$ cat src/rtl/schema_text_tokenizer_macros.svh
// Assertion macros for the schema text tokenizer.
`ifndef SCHEMA_TEXT_TOKENIZER_MACROS_SVH
`define SCHEMA_TEXT_TOKENIZER_MACROS_SVH

`ifndef SYNTHESIS
// Same-cycle implication, checked out of reset.
`define STT_ASSERT_NOW(lbl, clk, rstn, ante, cons) \
    lbl: assert property (@(posedge clk) disable iff (!(rstn)) (ante) |-> (cons)) \
        else $error("tokenizer check failed");
// Next-cycle implication, checked out of reset.
`define STT_ASSERT_NEXT(lbl, clk, rstn, ante, cons) \
    lbl: assert property (@(posedge clk) disable iff (!(rstn)) (ante) |=> (cons)) \
        else $error("tokenizer check failed");
`else
`define STT_ASSERT_NOW(lbl, clk, rstn, ante, cons)
`define STT_ASSERT_NEXT(lbl, clk, rstn, ante, cons)
`endif

`endif

$ cat src/rtl/stt_pkg.sv
// Shared types, codes and character classes for the schema text tokenizer.
package stt_pkg;

    localparam int unsigned QueueDepth = 8;
    localparam int unsigned PtrW       = $clog2(QueueDepth);
    localparam int unsigned CountW     = $clog2(QueueDepth + 1);
    localparam int unsigned MaxRes     = 3;

    typedef enum logic [1:0] {
        EV_BYTE  = 2'd0,
        EV_END   = 2'd1,
        EV_ERROR = 2'd2,
        EV_DONE  = 2'd3
    } event_t;

    typedef enum logic [1:0] {
        CL_PUNCT  = 2'd0,
        CL_IDENT  = 2'd1,
        CL_NUMBER = 2'd2,
        CL_STRING = 2'd3
    } class_t;

    typedef struct packed {
        event_t     ev;
        logic [7:0] data;
        class_t     cls;
        logic       first;
        logic       last;
    } result_t;

    localparam logic [7:0] ChTab    = 8'h09;
    localparam logic [7:0] ChLf     = 8'h0a;
    localparam logic [7:0] ChCr     = 8'h0d;
    localparam logic [7:0] ChSpace  = 8'h20;
    localparam logic [7:0] ChQuote  = 8'h22;
    localparam logic [7:0] ChStar   = 8'h2a;
    localparam logic [7:0] ChSlash  = 8'h2f;
    localparam logic [7:0] ChDot    = 8'h2e;
    localparam logic [7:0] ChBslash = 8'h5c;
    localparam logic [7:0] ChUscore = 8'h5f;

    function automatic logic is_letter(input logic [7:0] c);
        return (c >= 8'h61 && c <= 8'h7a) || (c >= 8'h41 && c <= 8'h5a);
    endfunction

    function automatic logic is_decimal(input logic [7:0] c);
        return c >= 8'h30 && c <= 8'h39;
    endfunction

    function automatic logic is_space(input logic [7:0] c);
        return c == ChTab || c == ChLf || c == ChCr || c == ChSpace;
    endfunction

    // = ; , { } ( )
    function automatic logic is_punct(input logic [7:0] c);
        return c == 8'h3d || c == 8'h3b || c == 8'h2c || c == 8'h7b ||
               c == 8'h7d || c == 8'h28 || c == 8'h29;
    endfunction

    function automatic result_t mk_res(input event_t ev, input logic [7:0] data,
                                       input class_t cls, input logic first);
        result_t r;
        r.ev    = ev;
        r.data  = data;
        r.cls   = cls;
        r.first = first;
        r.last  = 1'b0;
        return r;
    endfunction

endpackage

$ cat src/rtl/schema_text_tokenizer.sv
// Schema text tokenizer: byte-per-beat lexer with a small result queue.
`include "schema_text_tokenizer_macros.svh"

// One text byte enters per beat on the s_ channel and lands in an input
// register. When the queue has room, a single pass of lexer logic looks at
// that byte and the current mode, writes the 0 to 3 result beats it causes
// into an 8-entry result queue, and updates the mode and the sticky error
// flag. Results leave the queue on the m_ channel one beat per cycle while
// m_ready is high; a byte passes the input register and its results
// through the result queue before they are offered on m_. An input byte is
// processed whenever the queue has room for three results, so the block
// then takes a byte every cycle; the single m_ port sets the sustained
// rate when the text produces more than one result per byte (tokens of one
// byte, token ends). Whitespace and comment bytes between tokens give no
// result. Once an invalid character is reported, every byte up to the
// end-of-text beat is swallowed; the end-of-text beat always yields a
// final "text finished" result with m_last set and clears all lexer state.
module schema_text_tokenizer (
    input  logic       aclk,
    input  logic       aresetn,
    input  logic       s_valid,
    output logic       s_ready,
    input  logic [7:0] s_text_byte,
    input  logic       s_end_of_text,
    output logic       m_valid,
    input  logic       m_ready,
    output logic [1:0] m_event_res,
    output logic [7:0] m_out_byte,
    output logic [1:0] m_token_class,
    output logic       m_first_byte,
    output logic       m_last
);
    import stt_pkg::*;

    // Lexer mode between bytes.
    typedef enum logic [3:0] {
        M_IDLE   = 4'd0,
        M_IDENT  = 4'd1,
        M_NUMBER = 4'd2,
        M_STRING = 4'd3,
        M_ESCAPE = 4'd4,
        M_SLASH  = 4'd5,
        M_BLOCK  = 4'd6,
        M_STAR   = 4'd7,
        M_LINE   = 4'd8
    } mode_t;

    // Input register.
    logic        in_vld_reg;
    logic [7:0]  in_byte_reg;
    logic        in_eot_reg;

    // Lexer state.
    mode_t       mode_reg, mode_next;
    logic        err_reg, err_next;

    // Result queue.
    result_t           q_reg [QueueDepth];
    logic [PtrW-1:0]   wr_ptr_reg, rd_ptr_reg;
    logic [CountW-1:0] count_reg, count_next;

    logic        proc;
    logic        pop;
    result_t     res [MaxRes];
    logic [1:0]  push_n;

    // from-idle decode of the current byte
    result_t     idl_r0, idl_r1;
    logic [1:0]  idl_n;
    mode_t       idl_mode;
    logic        idl_err;

    // Process when a byte is held and the queue can take a worst-case burst.
    assign proc    = in_vld_reg && (count_reg <= CountW'(QueueDepth - MaxRes));
    assign s_ready = !in_vld_reg || proc;
    assign pop     = m_valid && m_ready;

    // Handling of a byte seen between tokens.
    always_comb begin
        logic [7:0] c;
        c        = in_byte_reg;
        idl_r0   = mk_res(EV_BYTE, c, CL_PUNCT, 1'b1);
        idl_r1   = mk_res(EV_END, 8'd0, CL_PUNCT, 1'b0);
        idl_n    = 2'd0;
        idl_mode = M_IDLE;
        idl_err  = 1'b0;
        if (is_space(c)) begin
            idl_n = 2'd0;
        end else if (is_punct(c)) begin
            idl_n = 2'd2;
        end else if (c == ChSlash) begin
            idl_mode = M_SLASH;
        end else if (is_letter(c) || c == ChUscore) begin
            idl_r0   = mk_res(EV_BYTE, c, CL_IDENT, 1'b1);
            idl_n    = 2'd1;
            idl_mode = M_IDENT;
        end else if (is_decimal(c)) begin
            idl_r0   = mk_res(EV_BYTE, c, CL_NUMBER, 1'b1);
            idl_n    = 2'd1;
            idl_mode = M_NUMBER;
        end else if (c == ChQuote) begin
            idl_r0   = mk_res(EV_BYTE, c, CL_STRING, 1'b1);
            idl_n    = 2'd1;
            idl_mode = M_STRING;
        end else begin
            idl_r0  = mk_res(EV_ERROR, 8'd0, CL_PUNCT, 1'b0);
            idl_n   = 2'd1;
            idl_err = 1'b1;
        end
    end

    // Main lexer step: results of the held byte and the next mode.
    always_comb begin
        logic [7:0] c;
        c         = in_byte_reg;
        res[0]    = mk_res(EV_DONE, 8'd0, CL_PUNCT, 1'b0);
        res[1]    = mk_res(EV_DONE, 8'd0, CL_PUNCT, 1'b0);
        res[2]    = mk_res(EV_DONE, 8'd0, CL_PUNCT, 1'b0);
        push_n    = 2'd0;
        mode_next = mode_reg;
        err_next  = err_reg;
        if (in_eot_reg) begin
            // close whatever is open, then report done
            push_n = 2'd1;
            if (!err_reg) begin
                unique case (mode_reg)
                    M_IDENT: begin
                        res[0] = mk_res(EV_END, 8'd0, CL_IDENT, 1'b0);
                        push_n = 2'd2;
                    end
                    M_NUMBER: begin
                        res[0] = mk_res(EV_END, 8'd0, CL_NUMBER, 1'b0);
                        push_n = 2'd2;
                    end
                    M_STRING, M_ESCAPE: begin
                        res[0] = mk_res(EV_END, 8'd0, CL_STRING, 1'b0);
                        push_n = 2'd2;
                    end
                    M_SLASH: begin
                        res[0] = mk_res(EV_ERROR, 8'd0, CL_PUNCT, 1'b0);
                        push_n = 2'd2;
                    end
                    default: begin
                        push_n = 2'd1;
                    end
                endcase
            end
            if (push_n == 2'd2) begin
                res[1] = mk_res(EV_DONE, 8'd0, CL_PUNCT, 1'b0);
            end
            mode_next = M_IDLE;
            err_next  = 1'b0;
        end else if (!err_reg) begin
            unique case (mode_reg)
                M_IDENT: begin
                    if (is_letter(c) || is_decimal(c) || c == ChUscore || c == ChDot) begin
                        res[0] = mk_res(EV_BYTE, c, CL_IDENT, 1'b0);
                        push_n = 2'd1;
                    end else begin
                        res[0]    = mk_res(EV_END, 8'd0, CL_IDENT, 1'b0);
                        res[1]    = idl_r0;
                        res[2]    = idl_r1;
                        push_n    = idl_n + 2'd1;
                        mode_next = idl_mode;
                        err_next  = idl_err;
                    end
                end
                M_NUMBER: begin
                    if (is_decimal(c)) begin
                        res[0] = mk_res(EV_BYTE, c, CL_NUMBER, 1'b0);
                        push_n = 2'd1;
                    end else begin
                        res[0]    = mk_res(EV_END, 8'd0, CL_NUMBER, 1'b0);
                        res[1]    = idl_r0;
                        res[2]    = idl_r1;
                        push_n    = idl_n + 2'd1;
                        mode_next = idl_mode;
                        err_next  = idl_err;
                    end
                end
                M_STRING: begin
                    res[0] = mk_res(EV_BYTE, c, CL_STRING, 1'b0);
                    push_n = 2'd1;
                    if (c == ChBslash) begin
                        mode_next = M_ESCAPE;
                    end else if (c == ChQuote) begin
                        res[1]    = mk_res(EV_END, 8'd0, CL_STRING, 1'b0);
                        push_n    = 2'd2;
                        mode_next = M_IDLE;
                    end
                end
                M_ESCAPE: begin
                    res[0]    = mk_res(EV_BYTE, c, CL_STRING, 1'b0);
                    push_n    = 2'd1;
                    mode_next = M_STRING;
                end
                M_SLASH: begin
                    if (c == ChStar) begin
                        mode_next = M_BLOCK;
                    end else if (c == ChSlash) begin
                        mode_next = M_LINE;
                    end else begin
                        // lone slash: report it, swallow this byte
                        res[0]    = mk_res(EV_ERROR, 8'd0, CL_PUNCT, 1'b0);
                        push_n    = 2'd1;
                        mode_next = M_IDLE;
                        err_next  = 1'b1;
                    end
                end
                M_BLOCK: begin
                    if (c == ChStar) begin
                        mode_next = M_STAR;
                    end
                end
                M_STAR: begin
                    if (c == ChSlash) begin
                        mode_next = M_IDLE;
                    end else if (c != ChStar) begin
                        mode_next = M_BLOCK;
                    end
                end
                M_LINE: begin
                    if (c == ChLf) begin
                        mode_next = M_IDLE;
                    end
                end
                default: begin
                    res[0]    = idl_r0;
                    res[1]    = idl_r1;
                    push_n    = idl_n;
                    mode_next = idl_mode;
                    err_next  = idl_err;
                end
            endcase
        end
        // mark the final beat of this byte
        for (int i = 0; i < MaxRes; i++) begin
            res[i].last = (2'(i) == push_n - 2'd1);
        end
    end

    assign count_next = count_reg + (proc ? CountW'(push_n) : CountW'(0))
                        - (pop ? CountW'(1) : CountW'(0));

    always_ff @(posedge aclk) begin
        if (!aresetn) begin
            in_vld_reg <= 1'b0;
            mode_reg   <= M_IDLE;
            err_reg    <= 1'b0;
            wr_ptr_reg <= '0;
            rd_ptr_reg <= '0;
            count_reg  <= '0;
        end else begin
            if (s_valid && s_ready) begin
                in_vld_reg <= 1'b1;
            end else if (proc) begin
                in_vld_reg <= 1'b0;
            end
            if (proc) begin
                mode_reg   <= mode_next;
                err_reg    <= err_next;
                wr_ptr_reg <= wr_ptr_reg + PtrW'(push_n);
            end
            if (pop) begin
                rd_ptr_reg <= rd_ptr_reg + PtrW'(1);
            end
            count_reg <= count_next;
        end
    end

    // payload: input byte and queue entries
    always_ff @(posedge aclk) begin
        if (s_valid && s_ready) begin
            in_byte_reg <= s_text_byte;
            in_eot_reg  <= s_end_of_text;
        end
        if (proc) begin
            for (int i = 0; i < MaxRes; i++) begin
                if (2'(i) < push_n) begin
                    q_reg[wr_ptr_reg + PtrW'(i)] <= res[i];
                end
            end
        end
    end

    assign m_valid       = (count_reg != '0);
    assign m_event_res   = q_reg[rd_ptr_reg].ev;
    assign m_out_byte    = q_reg[rd_ptr_reg].data;
    assign m_token_class = q_reg[rd_ptr_reg].cls;
    assign m_first_byte  = q_reg[rd_ptr_reg].first;
    assign m_last        = q_reg[rd_ptr_reg].last;

    `STT_ASSERT_NOW(a_no_overflow, aclk, aresetn, 1'b1, count_reg <= CountW'(QueueDepth))
    `STT_ASSERT_NOW(a_eot_gives_result, aclk, aresetn, proc && in_eot_reg, push_n != 2'd0)
    `STT_ASSERT_NEXT(a_eot_clears, aclk, aresetn, proc && in_eot_reg,
                     mode_reg == M_IDLE && !err_reg)
    `STT_ASSERT_NEXT(a_err_sticky, aclk, aresetn, err_reg && !(proc && in_eot_reg), err_reg)

endmodule
$ cat config.mk
export PLATFORM = sky130hd
export DESIGN_NAME = schema_text_tokenizer
export DESIGN_NICKNAME = d
export VERILOG_FILES = /design/src/rtl/stt_pkg.sv /design/src/rtl/schema_text_tokenizer.sv
export VERILOG_INCLUDE_DIRS = /design/src /design/src/rtl
export SDC_FILE = /design/constraint.sdc
export NUM_CORES = 1
export LEC_CHECK = 0
export BUFFER_PORTS_ARGS = -buffer_cell sky130_fd_sc_hd__buf_2
export CORE_MARGIN = 10
export CORE_UTILIZATION = 60
export CTS_BUF_LIST = sky130_fd_sc_hd__clkbuf_2
export CTS_CLUSTER_SIZE = 14
export DETAILED_ROUTE_END_ITERATION = 10
export HOLD_SLACK_MARGIN = 0.15
export PLACE_DENSITY = 0.77
export SLEW_MARGIN = 0
export SYNTH_ARGS = -nofsm -noshare
export SYNTH_HDL_FRONTEND = slang
export SYNTH_SLANG_ARGS = --single-unit
$ cat constraint.sdc
create_clock -name aclk -period 6.6 [get_ports aclk]
set_input_delay 1.32 -clock aclk [delete_from_list [all_inputs] [get_ports aclk]]
set_output_delay 1.32 -clock aclk [all_outputs]
set_load 0.01 [all_outputs]
==> key figures <==
Setup path
  – Worst path required time: 7.26 ns
  – Worst setup EP type: flop
  – CP Max Fanout: 17
  – CP peak stage delay: 0.81 ns
  – CP Class: flop to flop
  – CP arrival: 5.12 ns
  – Worst path cell trace: inv_1, maj3_1, a211oi_1, nor4_4, a211o_1, nor2_1, nand2_1, ha_1, inv_1, ha_1, inv_1, fa_1, xnor2_1, and2_1
  – Critical Path Start Type: flop
  – CP max-delay cell: edfxtp_1
  – CP most frequent cell: inv_1

Clocking
  – CTS tree: built
  – CTS sink count: 140
  – Clock transition at the registers of the reported paths: 0.23 ns
  – Clock latency on the worst-skew pair: 0.76 ns
  – CTS Hold Bufs: 0
  – Clock Tree Root: clkbuf_2
  – Post-CTS Resized: 0
  – CTS H-tree depth: 4
  – # Post-CTS Setup Buffers: 0
  – CTS max path bufs: 2
  – CTS buffer count: 17

Floorplanning
  – Row count: 43
  – Core footprint: 13800 um2
  – Die W: 138 um
  – DIE AREA: 19100 um2
  – Ports: 29
  – Initial Util: 0.608
  – Die extent in y: 138 um

Global route
  – Grt total ovfl: 0
  – Vias in the first global route: 7259
  – Largest net degree at the start of global routing: 29
  – First-pass GRT wire length: 41.7 mm
  – Overall routing resource usage: 0.271
  – Antenna violations before repair: 0

Power and ir drop
  – Peak supply drop: 0.245 mV
  – Internal power: 1.50 mW
  – Psw: 859 uW
  – Net Sw Frac: 0.364
  – Seq pwr share: 0.484
  – Clock Power Share: 0.213
  – Final Total Pwr: 2.36 mW
  – P per Cell Area: 266 nW/um2
  – P_leak: 3.43 nW
  – Part of the power in combinational logic: 0.302

Layout
  – Share of cells above drive strength 1: 0.158
  – Nets: 951
  – Max reg flops: 112
  – Multi-input gate area: 4950 um2
  – Utilization after layout: 0.643
  – Seq. cell area: 3050 um2
  – Finished Cell Area: 8860 um2
  – Fill cells: 1208
  – P&R area growth vs syn: 5.89%
  – Final Non-Filler Cells: 1121

Hold path
  – Hold WC Path Type: flop to flop

Yosys
  – Post-Syn Area: 8370 um2
  – Synth Instances: 919
  – Post-Syn Nets: 944
  – Synth Area per Inst: 9.11 um2
  – Post-synth ARST share: 0
  – YS warnings: 0
  – Flops & latches, synth: 140
  – Sequential area share after synthesis: 0.365
  – Netlist cell types: 73
  – Commonest register cell after synthesis: dfxtp_1
  – Post-synth EDFFs: 25

Flow run
  – Max-cap viol count: 0

STA
  – Final Worst Setup Slack: 2.15 ns
  – Max Freq: 225 MHz
  – Final Hold Fails: 0
  – Fin crit period: 4.45 ns
  – Rel. slew slack: 0.145
  – RSZ-0062 raised after global routing: no
  – Final Slew Violations: 0
  – Setup Total Neg Slack: 0 ns
  – Final worst-path cycle share: 0.675
  – Final Setup Violations: 0
  – Worst-margin pin slew: 1.28 ns
  – Fin Hold WS: 0.484 ns
  – Clock skew: 0.0322 ns

Run status
  – Status: completed

Detailed routing
  – Post-detailed-route wirelength per cell: 24.2 um
  – Initial DRC Count: 1541
  – Drc violations: 0
  – Antenna-violating nets left: 0
  – DRT Pass-1 Iters: 7
  – Final wirelength: 27.1 mm
  – Via/cell ratio: 7.01
  – Via count: 7858

Place
  – Final RePlAce weighted congestion: 0.968
  – Post-Place Cells: 1087
  – HPWL Detailed: 19.3 mm
  – Placed inst area: 8630 um2
  – IO Port Bufs: 28
  – Place WS: 2.29 ns
[logic make-up (layout without fill, tap and decap cells)]
family | Yosys count | in the layout | synth area share
simple gates | 346 | 346 | 0.214
fa+ha+maj | 13 | 13 | 0.0209
flops | 140 | 140 | 0.365
xor+xnor | 11 | 11 | 0.0115
compound gates | 245 | 245 | 0.213
other cells | 0 | 2 | 0
buf+inv | 90 | 110 | 0.0435
mux | 74 | 74 | 0.133
[cell usage after synthesis (all sizes together) (10+ instances only)]
master  instances  share of area
a221o          19          0.023
nand2b         15          0.011
a21boi         12          0.011
o211ai         14          0.013
o21ai          49          0.029
buf            13         0.0090
nand2          74          0.033
edfxtp         25          0.090
a21oi          37          0.022
inv            31          0.014
nand4          12         0.0090
a31oi          13         0.0097
and2           16          0.012
ha             10          0.015
mux2i          31          0.037
nor2           88          0.039
clkbuf         46          0.021
o31ai          16          0.022
nor3           43          0.029
nand3          31          0.019
and3           14          0.010
dfxtp         115           0.28
a211oi         19          0.018
mux4           28          0.075
mux2           15          0.020
[power groups by stage]
stage / Sequential (mW) / Clock (mW) / Combinational, mW
finish: 1.14 / 0.504 / 0.714
global route: 1.16 / 0.542 / 0.784
CTS: 1.14 / 0.503 / 0.711
detailed placement: 1.16 / 0 / 0.708
global placement: 1.15 / 0 / 0.697
floorplan: 1.06 / 0 / 0.595
[routing by layer]
layer | wire (um) | up-vias | GRT usage
li1 | - | 3497 | -
met1 | 10400 | 3636 | 0.345
met2 | 12000 | 595 | 0.412
met3 | 3320 | 130 | 0.0798
met4 | 1450 | 0 | 0.133
met5 | 0 | - | 0
[worst paths after layout]
path                        from           end  slack, ns  cells past startpoint
setup / recovery  in_byte_reg[2]  count_reg[2]       2.15                     14
hold / removal       q_reg[2][7]   q_reg[2][7]       0.48                      2
hold reg to reg      q_reg[2][7]   q_reg[2][7]       0.48                      2
setup reg to reg  in_byte_reg[2]  count_reg[2]       2.15                     14
[cell type report]
cell class              count  area share
clock inverters            14      0.0154
repair buffers             47      0.0319
diodes                      2    0.000565
multi-input cells         689       0.559
flip-flops and latches    140       0.345
inverters                  31      0.0131
clock buffers              18      0.0102
well taps                 180      0.0254
[layout by cell type (no fill, tap or decap), types with 5 or more instances in the layout]
cell,instances
nand3_1,31
a21o_1,7
dfxtp_1,114
xnor2_1,6
nor2_1,88
a211o_1,9
a31oi_1,13
nand2_1,74
buf_4,19
a221o_1,19
nor4_1,7
nand2b_1,15
clkbuf_2,18
o221ai_1,9
nor3_1,38
nand4_1,12
a211oi_1,18
o211ai_1,14
o31ai_2,5
a21boi_0,8
o31ai_1,8
edfxtp_1,25
and3_1,14
mux2_2,15
o22ai_1,9
o21ai_1,16
inv_1,30
a21oi_1,37
xor2_1,5
ha_1,10
nor2b_1,9
buf_2,28
mux4_2,28
o21ai_0,33
mux2i_1,31
and2_1,16
o2bb2ai_1,9
[worst max-delay path: cells and delay by family, from the launching register on]
kind,cells,cell delay (ns)
AOI/OAI and AO/OA,2,0.90
xor gates and xnor gates,1,0.13
buffers and inverters,3,0.27
and+or+nand+nor,4,1.03
adders and majority gates,4,1.21
DFF,1,0.81
No activity file was read; power rests on OpenSTA's default activity.
